==> src/hdl/hrhp_pkg.sv <==
// ----------------------------------------------------------------------------
// hrhp_pkg
// shared types, constants and helpers of the request head parser
// ----------------------------------------------------------------------------
`default_nettype none
package hrhp_pkg;

    localparam int unsigned LENGTH_WIDTH_DEF = 16;
    localparam logic [15:0] MAX_BODY_RESET   = 16'd4096;

    typedef enum logic [3:0] {
        PH_METHOD = 4'd0,
        PH_PATH0  = 4'd1,
        PH_PATH   = 4'd2,
        PH_VER    = 4'd3,
        PH_SLLF   = 4'd4,
        PH_KEY0   = 4'd5,
        PH_KEY    = 4'd6,
        PH_SPC    = 4'd7,
        PH_VAL0   = 4'd8,
        PH_VAL    = 4'd9,
        PH_LINELF = 4'd10,
        PH_ENDLF  = 4'd11,
        PH_BODY   = 4'd12
    } t_phase;

    localparam logic [2:0] ST_OK       = 3'd0;
    localparam logic [2:0] ST_BAD_LINE = 3'd1;
    localparam logic [2:0] ST_BAD_HDR  = 3'd2;
    localparam logic [2:0] ST_TOO_LONG = 3'd3;
    localparam logic [2:0] ST_SHORT    = 3'd4;

    localparam logic [2:0] PT_DELIM  = 3'd0;
    localparam logic [2:0] PT_METHOD = 3'd1;
    localparam logic [2:0] PT_PATH   = 3'd2;
    localparam logic [2:0] PT_VER    = 3'd3;
    localparam logic [2:0] PT_KEY    = 3'd4;
    localparam logic [2:0] PT_VALUE  = 3'd5;
    localparam logic [2:0] PT_BODY   = 3'd6;

    localparam logic [1:0] HC_OTHER  = 2'd0;
    localparam logic [1:0] HC_CTYPE  = 2'd1;
    localparam logic [1:0] HC_CLEN   = 2'd2;
    localparam logic [1:0] HC_HOST   = 2'd3;

    typedef struct packed {
        logic [7:0] data_byte;
        logic       end_of_stream;
    } t_in_item;

    typedef struct packed {
        logic        done_res;
        logic [2:0]  status_code;
        logic        method;
        logic [2:0]  part;
        logic [1:0]  header_class;
        logic [15:0] content_length;
        logic [7:0]  byte_out;
    } t_out_item;

    function automatic logic is_delim(input logic [7:0] c);
        return c == 8'h20 || c == 8'h3A || c == 8'h0D || c == 8'h0A;
    endfunction

    function automatic logic [7:0] get_char(input logic [3:0] p);
        unique case (p)
            4'd0: return "G";
            4'd1: return "E";
            4'd2: return "T";
            default: return 8'h00;
        endcase
    endfunction

    function automatic logic [7:0] post_char(input logic [3:0] p);
        unique case (p)
            4'd0: return "P";
            4'd1: return "O";
            4'd2: return "S";
            4'd3: return "T";
            default: return 8'h00;
        endcase
    endfunction

    function automatic logic [7:0] ver_char(input logic [3:0] p);
        unique case (p)
            4'd0: return "H";
            4'd1: return "T";
            4'd2: return "T";
            4'd3: return "P";
            4'd4: return "/";
            4'd5: return "1";
            4'd6: return ".";
            4'd7: return "1";
            default: return 8'h00;
        endcase
    endfunction

    function automatic logic [7:0] ctype_char(input logic [3:0] p);
        unique case (p)
            4'd0: return "C";
            4'd1: return "o";
            4'd2: return "n";
            4'd3: return "t";
            4'd4: return "e";
            4'd5: return "n";
            4'd6: return "t";
            4'd7: return "-";
            4'd8: return "T";
            4'd9: return "y";
            4'd10: return "p";
            4'd11: return "e";
            default: return 8'h00;
        endcase
    endfunction

    function automatic logic [7:0] clen_char(input logic [3:0] p);
        unique case (p)
            4'd0: return "C";
            4'd1: return "o";
            4'd2: return "n";
            4'd3: return "t";
            4'd4: return "e";
            4'd5: return "n";
            4'd6: return "t";
            4'd7: return "-";
            4'd8: return "L";
            4'd9: return "e";
            4'd10: return "n";
            4'd11: return "g";
            4'd12: return "t";
            4'd13: return "h";
            default: return 8'h00;
        endcase
    endfunction

    function automatic logic [7:0] host_char(input logic [3:0] p);
        unique case (p)
            4'd0: return "H";
            4'd1: return "o";
            4'd2: return "s";
            4'd3: return "t";
            default: return 8'h00;
        endcase
    endfunction

endpackage
`default_nettype wire

==> src/hdl/hrhp_len_acc.sv <==
// ----------------------------------------------------------------------------
// hrhp_len_acc
// decimal length digit step: accum times ten plus digit, saturating
// ----------------------------------------------------------------------------
`default_nettype none
module hrhp_len_acc #(
    parameter int unsigned LENGTH_WIDTH = hrhp_pkg::LENGTH_WIDTH_DEF
) (
    input  wire logic [LENGTH_WIDTH-1:0] i_accum,
    input  wire logic [3:0]              i_digit,
    output logic      [LENGTH_WIDTH-1:0] o_next
);
    logic [LENGTH_WIDTH+4:0] w_prod;

    always_comb begin
        w_prod = ({5'd0, i_accum} << 3) + ({5'd0, i_accum} << 1)
               + {{(LENGTH_WIDTH+1){1'b0}}, i_digit};
        if (w_prod[LENGTH_WIDTH+4:LENGTH_WIDTH] != 5'd0) begin
            o_next = {LENGTH_WIDTH{1'b1}};
        end else begin
            o_next = w_prod[LENGTH_WIDTH-1:0];
        end
    end
endmodule
`default_nettype wire

==> src/hdl/http_request_head_parser.sv <==
// ----------------------------------------------------------------------------
// http_request_head_parser
// checks an http/1.1 request head byte by byte, tags bytes, counts the body
// ----------------------------------------------------------------------------
// channel  direction  handshake        payload
// in       input      i_valid/o_stall  i_in   (t_in_item)
// out      output     o_valid/i_stall  o_out  (t_out_item)
// cfg      input      i_cfg_we         i_cfg_data (max_body)
//
// one byte per cycle while the out channel is not stalled; every transfer in gives one transfer out
// parser state and result register update at the edge that takes a byte in
// a stalled result holds in the output register while one more byte waits
// in a skid register; o_stall rises only when that skid register is full
// synchronous active-low reset, no clearing pass
// ----------------------------------------------------------------------------
`default_nettype none
module http_request_head_parser #(
    parameter int unsigned LENGTH_WIDTH = hrhp_pkg::LENGTH_WIDTH_DEF
) (
    input  wire logic                 i_clk,
    input  wire logic                 i_rst_n,
    input  wire logic                 i_valid,
    output logic                      o_stall,
    input  wire hrhp_pkg::t_in_item   i_in,
    output logic                      o_valid,
    input  wire logic                 i_stall,
    output hrhp_pkg::t_out_item       o_out,
    input  wire logic                 i_cfg_we,
    input  wire logic [15:0]          i_cfg_data
);
    localparam logic [LENGTH_WIDTH-1:0] ZERO_L = '0;
    localparam logic [LENGTH_WIDTH-1:0] ONE_L  = LENGTH_WIDTH'(1);

    hrhp_pkg::t_phase        r_phase, n_phase;
    logic [3:0]              r_mpos, n_mpos;
    logic                    r_meth, n_meth;
    logic [2:0]              r_cand, n_cand;
    logic [1:0]              r_cls, n_cls;
    logic [LENGTH_WIDTH-1:0] r_len, n_len;
    logic [LENGTH_WIDTH-1:0] r_acc, n_acc;
    logic                    r_neg, n_neg, r_dig, n_dig, r_stop, n_stop;
    logic [LENGTH_WIDTH-1:0] r_rem, n_rem;
    logic [15:0]             r_max_body;

    logic                    r_skid_v;
    hrhp_pkg::t_in_item      r_skid;
    logic                    r_out_v;
    hrhp_pkg::t_out_item     r_out;

    hrhp_pkg::t_in_item      w_item;
    logic                    w_go;
    hrhp_pkg::t_out_item     w_res;
    logic [7:0]              b;
    logic                    w_isdig;
    logic [LENGTH_WIDTH-1:0] w_accx;
    logic                    w_fin;
    logic [2:0]              w_st;
    logic [2:0]              w_part;
    logic                    w_lenok;
    logic [3:0]              w_mp1;

    hrhp_len_acc #(.LENGTH_WIDTH(LENGTH_WIDTH)) u_acc (
        .i_accum (r_acc),
        .i_digit (b[3:0]),
        .o_next  (w_accx)
    );

    assign w_item  = r_skid_v ? r_skid : i_in;
    assign w_go    = (r_skid_v || i_valid) && (!r_out_v || !i_stall);
    assign o_stall = r_skid_v;
    assign o_valid = r_out_v;
    assign o_out   = r_out;
    assign b       = w_item.end_of_stream ? 8'h00 : w_item.data_byte;
    assign w_isdig = b >= "0" && b <= "9";
    assign w_mp1   = (r_mpos == 4'd15) ? 4'd15 : r_mpos + 4'd1;

    always_comb begin
        n_phase = r_phase; n_mpos = r_mpos; n_meth = r_meth; n_cand = r_cand;
        n_cls = r_cls; n_len = r_len; n_acc = r_acc; n_neg = r_neg;
        n_dig = r_dig; n_stop = r_stop; n_rem = r_rem;
        w_fin = 1'b0; w_st = hrhp_pkg::ST_OK; w_part = hrhp_pkg::PT_DELIM;
        w_lenok = 1'b1;
        if (w_item.end_of_stream) begin
            w_fin = 1'b1;
            if (r_phase <= hrhp_pkg::PH_SLLF) w_st = hrhp_pkg::ST_BAD_LINE;
            else if (r_phase == hrhp_pkg::PH_BODY) w_st = hrhp_pkg::ST_SHORT;
            else w_st = hrhp_pkg::ST_BAD_HDR;
        end else begin
            unique case (r_phase)
                hrhp_pkg::PH_METHOD: begin
                    if (r_mpos == 4'd0) begin
                        if (b == "G") begin
                            n_meth = 1'b0; n_mpos = 4'd1; w_part = hrhp_pkg::PT_METHOD;
                        end else if (b == "P") begin
                            n_meth = 1'b1; n_mpos = 4'd1; w_part = hrhp_pkg::PT_METHOD;
                        end else begin
                            w_fin = 1'b1; w_st = hrhp_pkg::ST_BAD_LINE;
                        end
                    end else if (r_mpos < (r_meth ? 4'd4 : 4'd3)) begin
                        if (b == (r_meth ? hrhp_pkg::post_char(r_mpos)
                                         : hrhp_pkg::get_char(r_mpos))) begin
                            n_mpos = r_mpos + 4'd1; w_part = hrhp_pkg::PT_METHOD;
                        end else begin
                            w_fin = 1'b1; w_st = hrhp_pkg::ST_BAD_LINE;
                        end
                    end else if (b == 8'h20) begin
                        n_phase = hrhp_pkg::PH_PATH0; n_mpos = 4'd0;
                    end else begin
                        w_fin = 1'b1; w_st = hrhp_pkg::ST_BAD_LINE;
                    end
                end
                hrhp_pkg::PH_PATH0: begin
                    if (hrhp_pkg::is_delim(b)) begin
                        w_fin = 1'b1; w_st = hrhp_pkg::ST_BAD_LINE;
                    end else begin
                        n_phase = hrhp_pkg::PH_PATH; w_part = hrhp_pkg::PT_PATH;
                    end
                end
                hrhp_pkg::PH_PATH: begin
                    if (b == 8'h20) begin
                        n_phase = hrhp_pkg::PH_VER; n_mpos = 4'd0;
                    end else if (hrhp_pkg::is_delim(b)) begin
                        w_fin = 1'b1; w_st = hrhp_pkg::ST_BAD_LINE;
                    end else begin
                        w_part = hrhp_pkg::PT_PATH;
                    end
                end
                hrhp_pkg::PH_VER: begin
                    if (r_mpos < 4'd8) begin
                        if (b == hrhp_pkg::ver_char(r_mpos)) begin
                            n_mpos = r_mpos + 4'd1; w_part = hrhp_pkg::PT_VER;
                        end else begin
                            w_fin = 1'b1; w_st = hrhp_pkg::ST_BAD_LINE;
                        end
                    end else if (b == 8'h0D) begin
                        n_phase = hrhp_pkg::PH_SLLF;
                    end else begin
                        w_fin = 1'b1; w_st = hrhp_pkg::ST_BAD_LINE;
                    end
                end
                hrhp_pkg::PH_SLLF: begin
                    if (b == 8'h0A) n_phase = hrhp_pkg::PH_KEY0;
                    else begin
                        w_fin = 1'b1; w_st = hrhp_pkg::ST_BAD_LINE;
                    end
                end
                hrhp_pkg::PH_KEY0: begin
                    if (b == 8'h0D) n_phase = hrhp_pkg::PH_ENDLF;
                    else if (hrhp_pkg::is_delim(b)) begin
                        w_fin = 1'b1; w_st = hrhp_pkg::ST_BAD_HDR;
                    end else begin
                        n_cls = hrhp_pkg::HC_OTHER;
                        n_cand = {b == "H", b == "C", b == "C"};
                        n_mpos = 4'd1;
                        n_phase = hrhp_pkg::PH_KEY; w_part = hrhp_pkg::PT_KEY;
                    end
                end
                hrhp_pkg::PH_KEY: begin
                    if (b == 8'h3A) begin
                        n_cls = hrhp_pkg::HC_OTHER;
                        if (r_cand[0] && r_mpos == 4'd12) n_cls = hrhp_pkg::HC_CTYPE;
                        if (r_cand[1] && r_mpos == 4'd14) n_cls = hrhp_pkg::HC_CLEN;
                        if (r_cand[2] && r_mpos == 4'd4)  n_cls = hrhp_pkg::HC_HOST;
                        n_neg = 1'b0; n_dig = 1'b0; n_stop = 1'b0; n_acc = ZERO_L;
                        n_phase = hrhp_pkg::PH_SPC;
                    end else if (hrhp_pkg::is_delim(b)) begin
                        w_fin = 1'b1; w_st = hrhp_pkg::ST_BAD_HDR;
                    end else begin
                        n_cand[0] = r_cand[0] && r_mpos < 4'd12
                                    && b == hrhp_pkg::ctype_char(r_mpos);
                        n_cand[1] = r_cand[1] && r_mpos < 4'd14
                                    && b == hrhp_pkg::clen_char(r_mpos);
                        n_cand[2] = r_cand[2] && r_mpos < 4'd4
                                    && b == hrhp_pkg::host_char(r_mpos);
                        n_mpos = w_mp1; w_part = hrhp_pkg::PT_KEY;
                    end
                end
                hrhp_pkg::PH_SPC: begin
                    if (b == 8'h20) n_phase = hrhp_pkg::PH_VAL0;
                    else begin
                        w_fin = 1'b1; w_st = hrhp_pkg::ST_BAD_HDR;
                    end
                end
                hrhp_pkg::PH_VAL0, hrhp_pkg::PH_VAL: begin
                    if (r_phase == hrhp_pkg::PH_VAL0 && b == 8'h20) begin
                        w_part = hrhp_pkg::PT_DELIM;
                    end else if (b == 8'h0A
                                 || (r_phase == hrhp_pkg::PH_VAL0 && b == 8'h0D)) begin
                        w_fin = 1'b1; w_st = hrhp_pkg::ST_BAD_HDR;
                    end else if (b == 8'h0D) begin
                        if (r_cls == hrhp_pkg::HC_CLEN && !r_dig) begin
                            w_fin = 1'b1; w_st = hrhp_pkg::ST_BAD_HDR;
                        end else begin
                            if (r_cls == hrhp_pkg::HC_CLEN) n_len = r_neg ? ZERO_L : r_acc;
                            n_phase = hrhp_pkg::PH_LINELF;
                        end
                    end else begin
                        if (r_cls == hrhp_pkg::HC_CLEN) begin
                            if (r_dig) begin
                                if (!r_stop) begin
                                    if (w_isdig) n_acc = w_accx;
                                    else n_stop = 1'b1;
                                end
                            end else if (w_isdig) begin
                                n_acc = ZERO_L | LENGTH_WIDTH'(b[3:0]);
                                n_dig = 1'b1;
                                n_stop = 1'b0;
                            end else if (r_stop) begin
                                w_lenok = 1'b0;
                            end else if (b == 8'h20 || b == 8'h09 || b == 8'h0B
                                         || b == 8'h0C) begin
                                w_lenok = 1'b1;
                            end else if (b == "+") begin
                                n_stop = 1'b1;
                            end else if (b == "-") begin
                                n_stop = 1'b1; n_neg = 1'b1;
                            end else begin
                                w_lenok = 1'b0;
                            end
                        end
                        if (!w_lenok) begin
                            n_acc = r_acc; n_dig = r_dig; n_stop = r_stop; n_neg = r_neg;
                            w_fin = 1'b1; w_st = hrhp_pkg::ST_BAD_HDR;
                        end else begin
                            n_phase = hrhp_pkg::PH_VAL; w_part = hrhp_pkg::PT_VALUE;
                        end
                    end
                end
                hrhp_pkg::PH_LINELF: begin
                    if (b == 8'h0A) begin
                        n_phase = hrhp_pkg::PH_KEY0; n_cls = hrhp_pkg::HC_OTHER;
                    end else begin
                        w_fin = 1'b1; w_st = hrhp_pkg::ST_BAD_HDR;
                    end
                end
                hrhp_pkg::PH_ENDLF: begin
                    if (b != 8'h0A) begin
                        w_fin = 1'b1; w_st = hrhp_pkg::ST_BAD_HDR;
                    end else if (r_len == ZERO_L) begin
                        w_fin = 1'b1; w_st = hrhp_pkg::ST_OK;
                    end else if (32'(r_max_body) < 32'(r_len)) begin
                        w_fin = 1'b1; w_st = hrhp_pkg::ST_TOO_LONG;
                    end else begin
                        n_rem = r_len; n_phase = hrhp_pkg::PH_BODY;
                    end
                end
                hrhp_pkg::PH_BODY: begin
                    w_part = hrhp_pkg::PT_BODY;
                    n_rem = (r_rem == ZERO_L) ? ZERO_L : r_rem - ONE_L;
                    if (n_rem == ZERO_L) begin
                        w_fin = 1'b1; w_st = hrhp_pkg::ST_OK;
                    end
                end
                default: begin
                    w_fin = 1'b1; w_st = hrhp_pkg::ST_BAD_LINE;
                end
            endcase
            if (w_fin && w_st != hrhp_pkg::ST_OK) w_part = hrhp_pkg::PT_DELIM;
        end

        w_res.done_res     = w_fin;
        w_res.status_code  = w_st;
        w_res.method       = n_meth;
        w_res.part         = w_part;
        w_res.header_class = n_cls;
        if (LENGTH_WIDTH > 16 && (n_len >> 16) != ZERO_L) begin
            w_res.content_length = 16'hFFFF;
        end else begin
            w_res.content_length = 16'(n_len);
        end
        w_res.byte_out     = b;
    end

    always_ff @(posedge i_clk) begin
        if (!i_rst_n) begin
            r_phase <= hrhp_pkg::PH_METHOD; r_mpos <= 4'd0; r_meth <= 1'b0;
            r_cand <= 3'b111; r_cls <= hrhp_pkg::HC_OTHER; r_len <= ZERO_L;
            r_acc <= ZERO_L; r_neg <= 1'b0; r_dig <= 1'b0; r_stop <= 1'b0;
            r_rem <= ZERO_L; r_max_body <= hrhp_pkg::MAX_BODY_RESET;
            r_skid_v <= 1'b0; r_out_v <= 1'b0;
        end else begin
            if (i_cfg_we) r_max_body <= i_cfg_data;
            if (w_go) begin
                if (w_fin) begin
                    r_phase <= hrhp_pkg::PH_METHOD; r_mpos <= 4'd0; r_meth <= 1'b0;
                    r_cand <= 3'b111; r_cls <= hrhp_pkg::HC_OTHER; r_len <= ZERO_L;
                    r_acc <= ZERO_L; r_neg <= 1'b0; r_dig <= 1'b0; r_stop <= 1'b0;
                    r_rem <= ZERO_L;
                end else begin
                    r_phase <= n_phase; r_mpos <= n_mpos; r_meth <= n_meth;
                    r_cand <= n_cand; r_cls <= n_cls; r_len <= n_len; r_acc <= n_acc;
                    r_neg <= n_neg; r_dig <= n_dig; r_stop <= n_stop; r_rem <= n_rem;
                end
                r_out_v <= 1'b1;
            end else if (!i_stall) begin
                r_out_v <= 1'b0;
            end
            // skid fills when a transfer in arrives and cannot be processed
            if (r_skid_v) begin
                if (w_go) r_skid_v <= 1'b0;
            end else if (i_valid && !w_go) begin
                r_skid_v <= 1'b1;
            end
        end
    end

    always_ff @(posedge i_clk) begin
        if (w_go) r_out <= w_res;
        if (!r_skid_v && i_valid && !w_go) r_skid <= i_in;
    end

`ifndef SYNTH
    a_out_hold: assert property (@(posedge i_clk) disable iff (!i_rst_n)
        o_valid && i_stall |=> o_valid && $stable(o_out))
        else $error("result changed while stalled");
    a_fin_restart: assert property (@(posedge i_clk) disable iff (!i_rst_n)
        w_go && w_fin |=> r_phase == hrhp_pkg::PH_METHOD && r_mpos == 4'd0)
        else $error("parser did not restart after finish");
    a_status_done: assert property (@(posedge i_clk) disable iff (!i_rst_n)
        o_valid && !o_out.done_res |-> o_out.status_code == hrhp_pkg::ST_OK)
        else $error("status without done");
`endif

endmodule
`default_nettype wire
==> config.mk <==
export PLATFORM = sky130hd
export DESIGN_NAME = http_request_head_parser
export DESIGN_NICKNAME = d
export VERILOG_FILES = /design/src/hdl/hrhp_pkg.sv /design/src/hdl/hrhp_len_acc.sv /design/src/hdl/http_request_head_parser.sv
export SDC_FILE = /design/constraint.sdc
export NUM_CORES = 1
export LEC_CHECK = 0
export BUFFER_PORTS_ARGS = -buffer_cell sky130_fd_sc_hd__buf_2
export CAP_MARGIN = 20
export CORE_ASPECT_RATIO = 1.1
export CORE_MARGIN = 3
export CORE_UTILIZATION = 43
export DETAILED_ROUTE_END_ITERATION = 7
export GPL_TIMING_DRIVEN = 0
export PLACE_DENSITY = 0.57
export SLEW_MARGIN = 0
export SYNTH_ARGS = -nofsm -noshare
export SYNTH_HDL_FRONTEND = slang
export SYNTH_SLANG_ARGS = --single-unit
==> constraint.sdc <==
create_clock -name i_clk -period 7.3 [get_ports i_clk]
set_input_delay 1.46 -clock i_clk [delete_from_list [all_inputs] [get_ports i_clk]]
set_output_delay 1.46 -clock i_clk [all_outputs]
set_load 0.02 [all_outputs]
==> impl_metrics.yaml <==
place:
  dp.cells: 1547
  dp_slack_ps: 327
  post_dp_cell_area_sq_um: 10600
  io_buffers: 64
  gp_congestion: 0.992
  hpwl_mm: 22.8
drt:
  ant_nets: 0
  via_per_inst: 5.86
  routedWlPerCell_microns: 19.1
  via_count: 9247
  wirelength_mm: 30.2
  drc: 0
  first_pass_iters: 5
  first_iter_violations: 731
min_path:
  hold_path_class: "flop to flop"
worst_setup_path:
  worstPathMaxFanout: 11
  endpoint_kind: "flop"
  path_cells: "buf_2 > buf_4 > nor2_2 > a22o_1 > buf_1 > xnor2_1 > o2111ai_1 > o31ai_1 > nand4_1 > nor4_2 > buf_2 > a21oi_1 > o22ai_1 > and2_1 > inv_1 > ha_1 > nor2_1 > a41o_1 > a211o_1"
  critPathKind: "input port to flop"
  crit_buf_inv: 5
  cp_top_family: "compound AO/OA/AOI/OAI gates"
  critPathArrivalTime_ps: 6910
  crit_path_frequent_cell: "buf_2"
  max_stage_delay_ps: 630
  critPathSlowestCell: "buf_1"
  start_kind: "input port"
  cp.required_ps: 7620
global_routing:
  grt_max_degree: 33
  grt_antenna_before_repair: 0
  grt_pass1_vias: 8761
  grt_pass1_wl_mm: 48.3
  track_usage_pct: 24.7
  overflow: 0
finish:
  fin_util_pct: 50.1
  synthToLayoutAreaGrowth_pct: 13.2
  fill_cells: 2233
  final_common_cell: "nand2_1"
  antenna_cells: 0
  stdcell_count: 1579
  design_area_sq_um: 11200
  layout_common_cells: "109 x nand2_1, 103 x dfxtp_1, 84 x nor2_1"
  nets: 1349
  drive_gt1_share_pct: 11.5
clocking:
  cts.hold.buffers_added: 0
  htreeDepth: 4
  cts_inserted_buffers: 17
  clk_pin_slew_ps: 60
  cts_resized: 0
  clock_sinks: 146
  clk_latency_ps: 430
  cts_tree: "built"
  cts_buffer_depth: 2
  post-cts-setup-buffers: 0
  ctsRootBufferMaster: "clkbuf_16"
sta:
  min_period_ps: 6590
  rsz0062_at_grt: "false"
  hold_viol_final: 0
  timing.final.crit_share_pct: 90.3
  relSlewSlack_pct: 36.7
  setup_ws_ps: 706
  skew_ps: 13.9
  setup_viol: 0
  holdWs_ps: 487
  tightest_slew_ps: 946
  setup_tns_ps: 0
  slew_violations: 0
  max_freq_mhz: 152
pwr:
  pwr_density_cell_nw_per_um2: 173
  leakage_nw: 4.27
  p_total_mw: 1.94
  peakVddDrop_uv: 83.9
synth:
  yosys_register_bits: 146
  syn_area_sq_um: 9870
  async_reset_ff_share_pct: 0
  synth-edff-count: 43
  syn_avg_cell_area_sq_um: 8.32
  yosys_most_used_dff: "dfxtp_1"
  ys_warn_count: 0
  seq_area_frac_synth_pct: 34.0
  syn_nets: 1264
  synthCells: 1186
  ys_types: 91
outcome:
  status: "finished clean"
die:
  pin_count: 66
  die_h_microns: 165
  rows: 57
  core_sq_um: 22300
  die_w_microns: 150
  initial_core_util_pct: 44.2
  die_area_sq_um: 24800
run:
  maxCapViolations: 0
worst paths after layout:
path / from / to / slack, ps / cells after the start
min reg2reg: r_len[8] / r_len[8] / 490 / 2
max: i_in[0] / flop / 710 / 19
max reg2reg: o_stall / flop / 1510 / 17
min: r_len[8] / r_len[8] / 490 / 2
worst reg2reg max path, cell delays in order (launching register included):
cell       delay (ps)
dfxtp_1           460
nor2b_4           270
a22o_1            330
buf_1             630
xnor2_1           190
o2111ai_1         200
o31ai_1           300
nand4_1           300
nor4_2            470
buf_2             310
a21oi_1           160
o22ai_1           640
and2_1            330
inv_1             120
ha_1              400
nor2_1             60
a41o_1            240
a211o_1           270
cells in the mapped netlist, types with 9 or more instances:
cell      instances  area, sq um
and3_1            9         56.3
a21o_1           17          128
nor2_1           84          315
nand3b_1         19          143
and2_1           18          113
inv_1            44          165
o21ai_0          76          380
xnor2_1          41          359
nor4_1           24          150
clkbuf_1         49          184
nand4_1          20          125
o211ai_1         10         75.1
or4_1             9         67.6
nor2b_1          39          244
buf_2            11         55.1
nand2_1         109          409
ha_1             46          576
a21boi_0         22          165
nand2b_1         13         81.3
edfxtp_1         43         1290
o31ai_1          13         97.6
nand3_1          34          170
or3_1             9         56.3
mux2i_1          28          280
dfxtp_1         103         2060
o21a_1            9         67.6
a31oi_1          12         75.1
nor3_1           40          200
a21oi_1          81          405
report_power, final:
group / switching (mW) / internal (mW) / leakage, nW / total (mW)
Clock: 0.378 / 0.530 / 0.291 / 0.908
Sequential: 0.00755 / 0.852 / 1.25 / 0.860
Combinational: 0.112 / 0.0576 / 2.73 / 0.169
layout make-up:
class                   instances  area (sq um)  area share, %
clock buffers                  22           465           4.16
flip-flops and latches        146          3350           30.0
multi-input cells             924          6060           54.2
plain buffers                  66           270           2.42
well taps                     295           369           3.30
clock inverters                10           124           1.11
repair buffers                 66           345           3.09
inverters                      50           190           1.70
per-layer routing:
layer / vias to the layer above / track usage, % / part of all wire (%) / wire length [microns]
met1: 4375 / 35.2 / 46 / 13900
met3: 51 / 4.14 / 6.1 / 1840
met2: 272 / 38.1 / 45 / 13700
li1: 4549 / - / - / -
met5: - / 0 / 0 / 0
met4: 0 / 7.61 / 2.3 / 706
kinds of logic (layout without fill, tap and decap cells):
group | count (synthesis) | after routing | synth area share, %
xor+xnor | 49 | 49 | 4.35
flops | 146 | 146 | 34.0
mux | 34 | 34 | 3.52
fa+ha+maj | 48 | 48 | 6.24
buf+inv | 116 | 214 | 4.65
compound gates | 324 | 324 | 21.9
simple gates | 469 | 469 | 25.4
(Power assumes the default switching activity.)
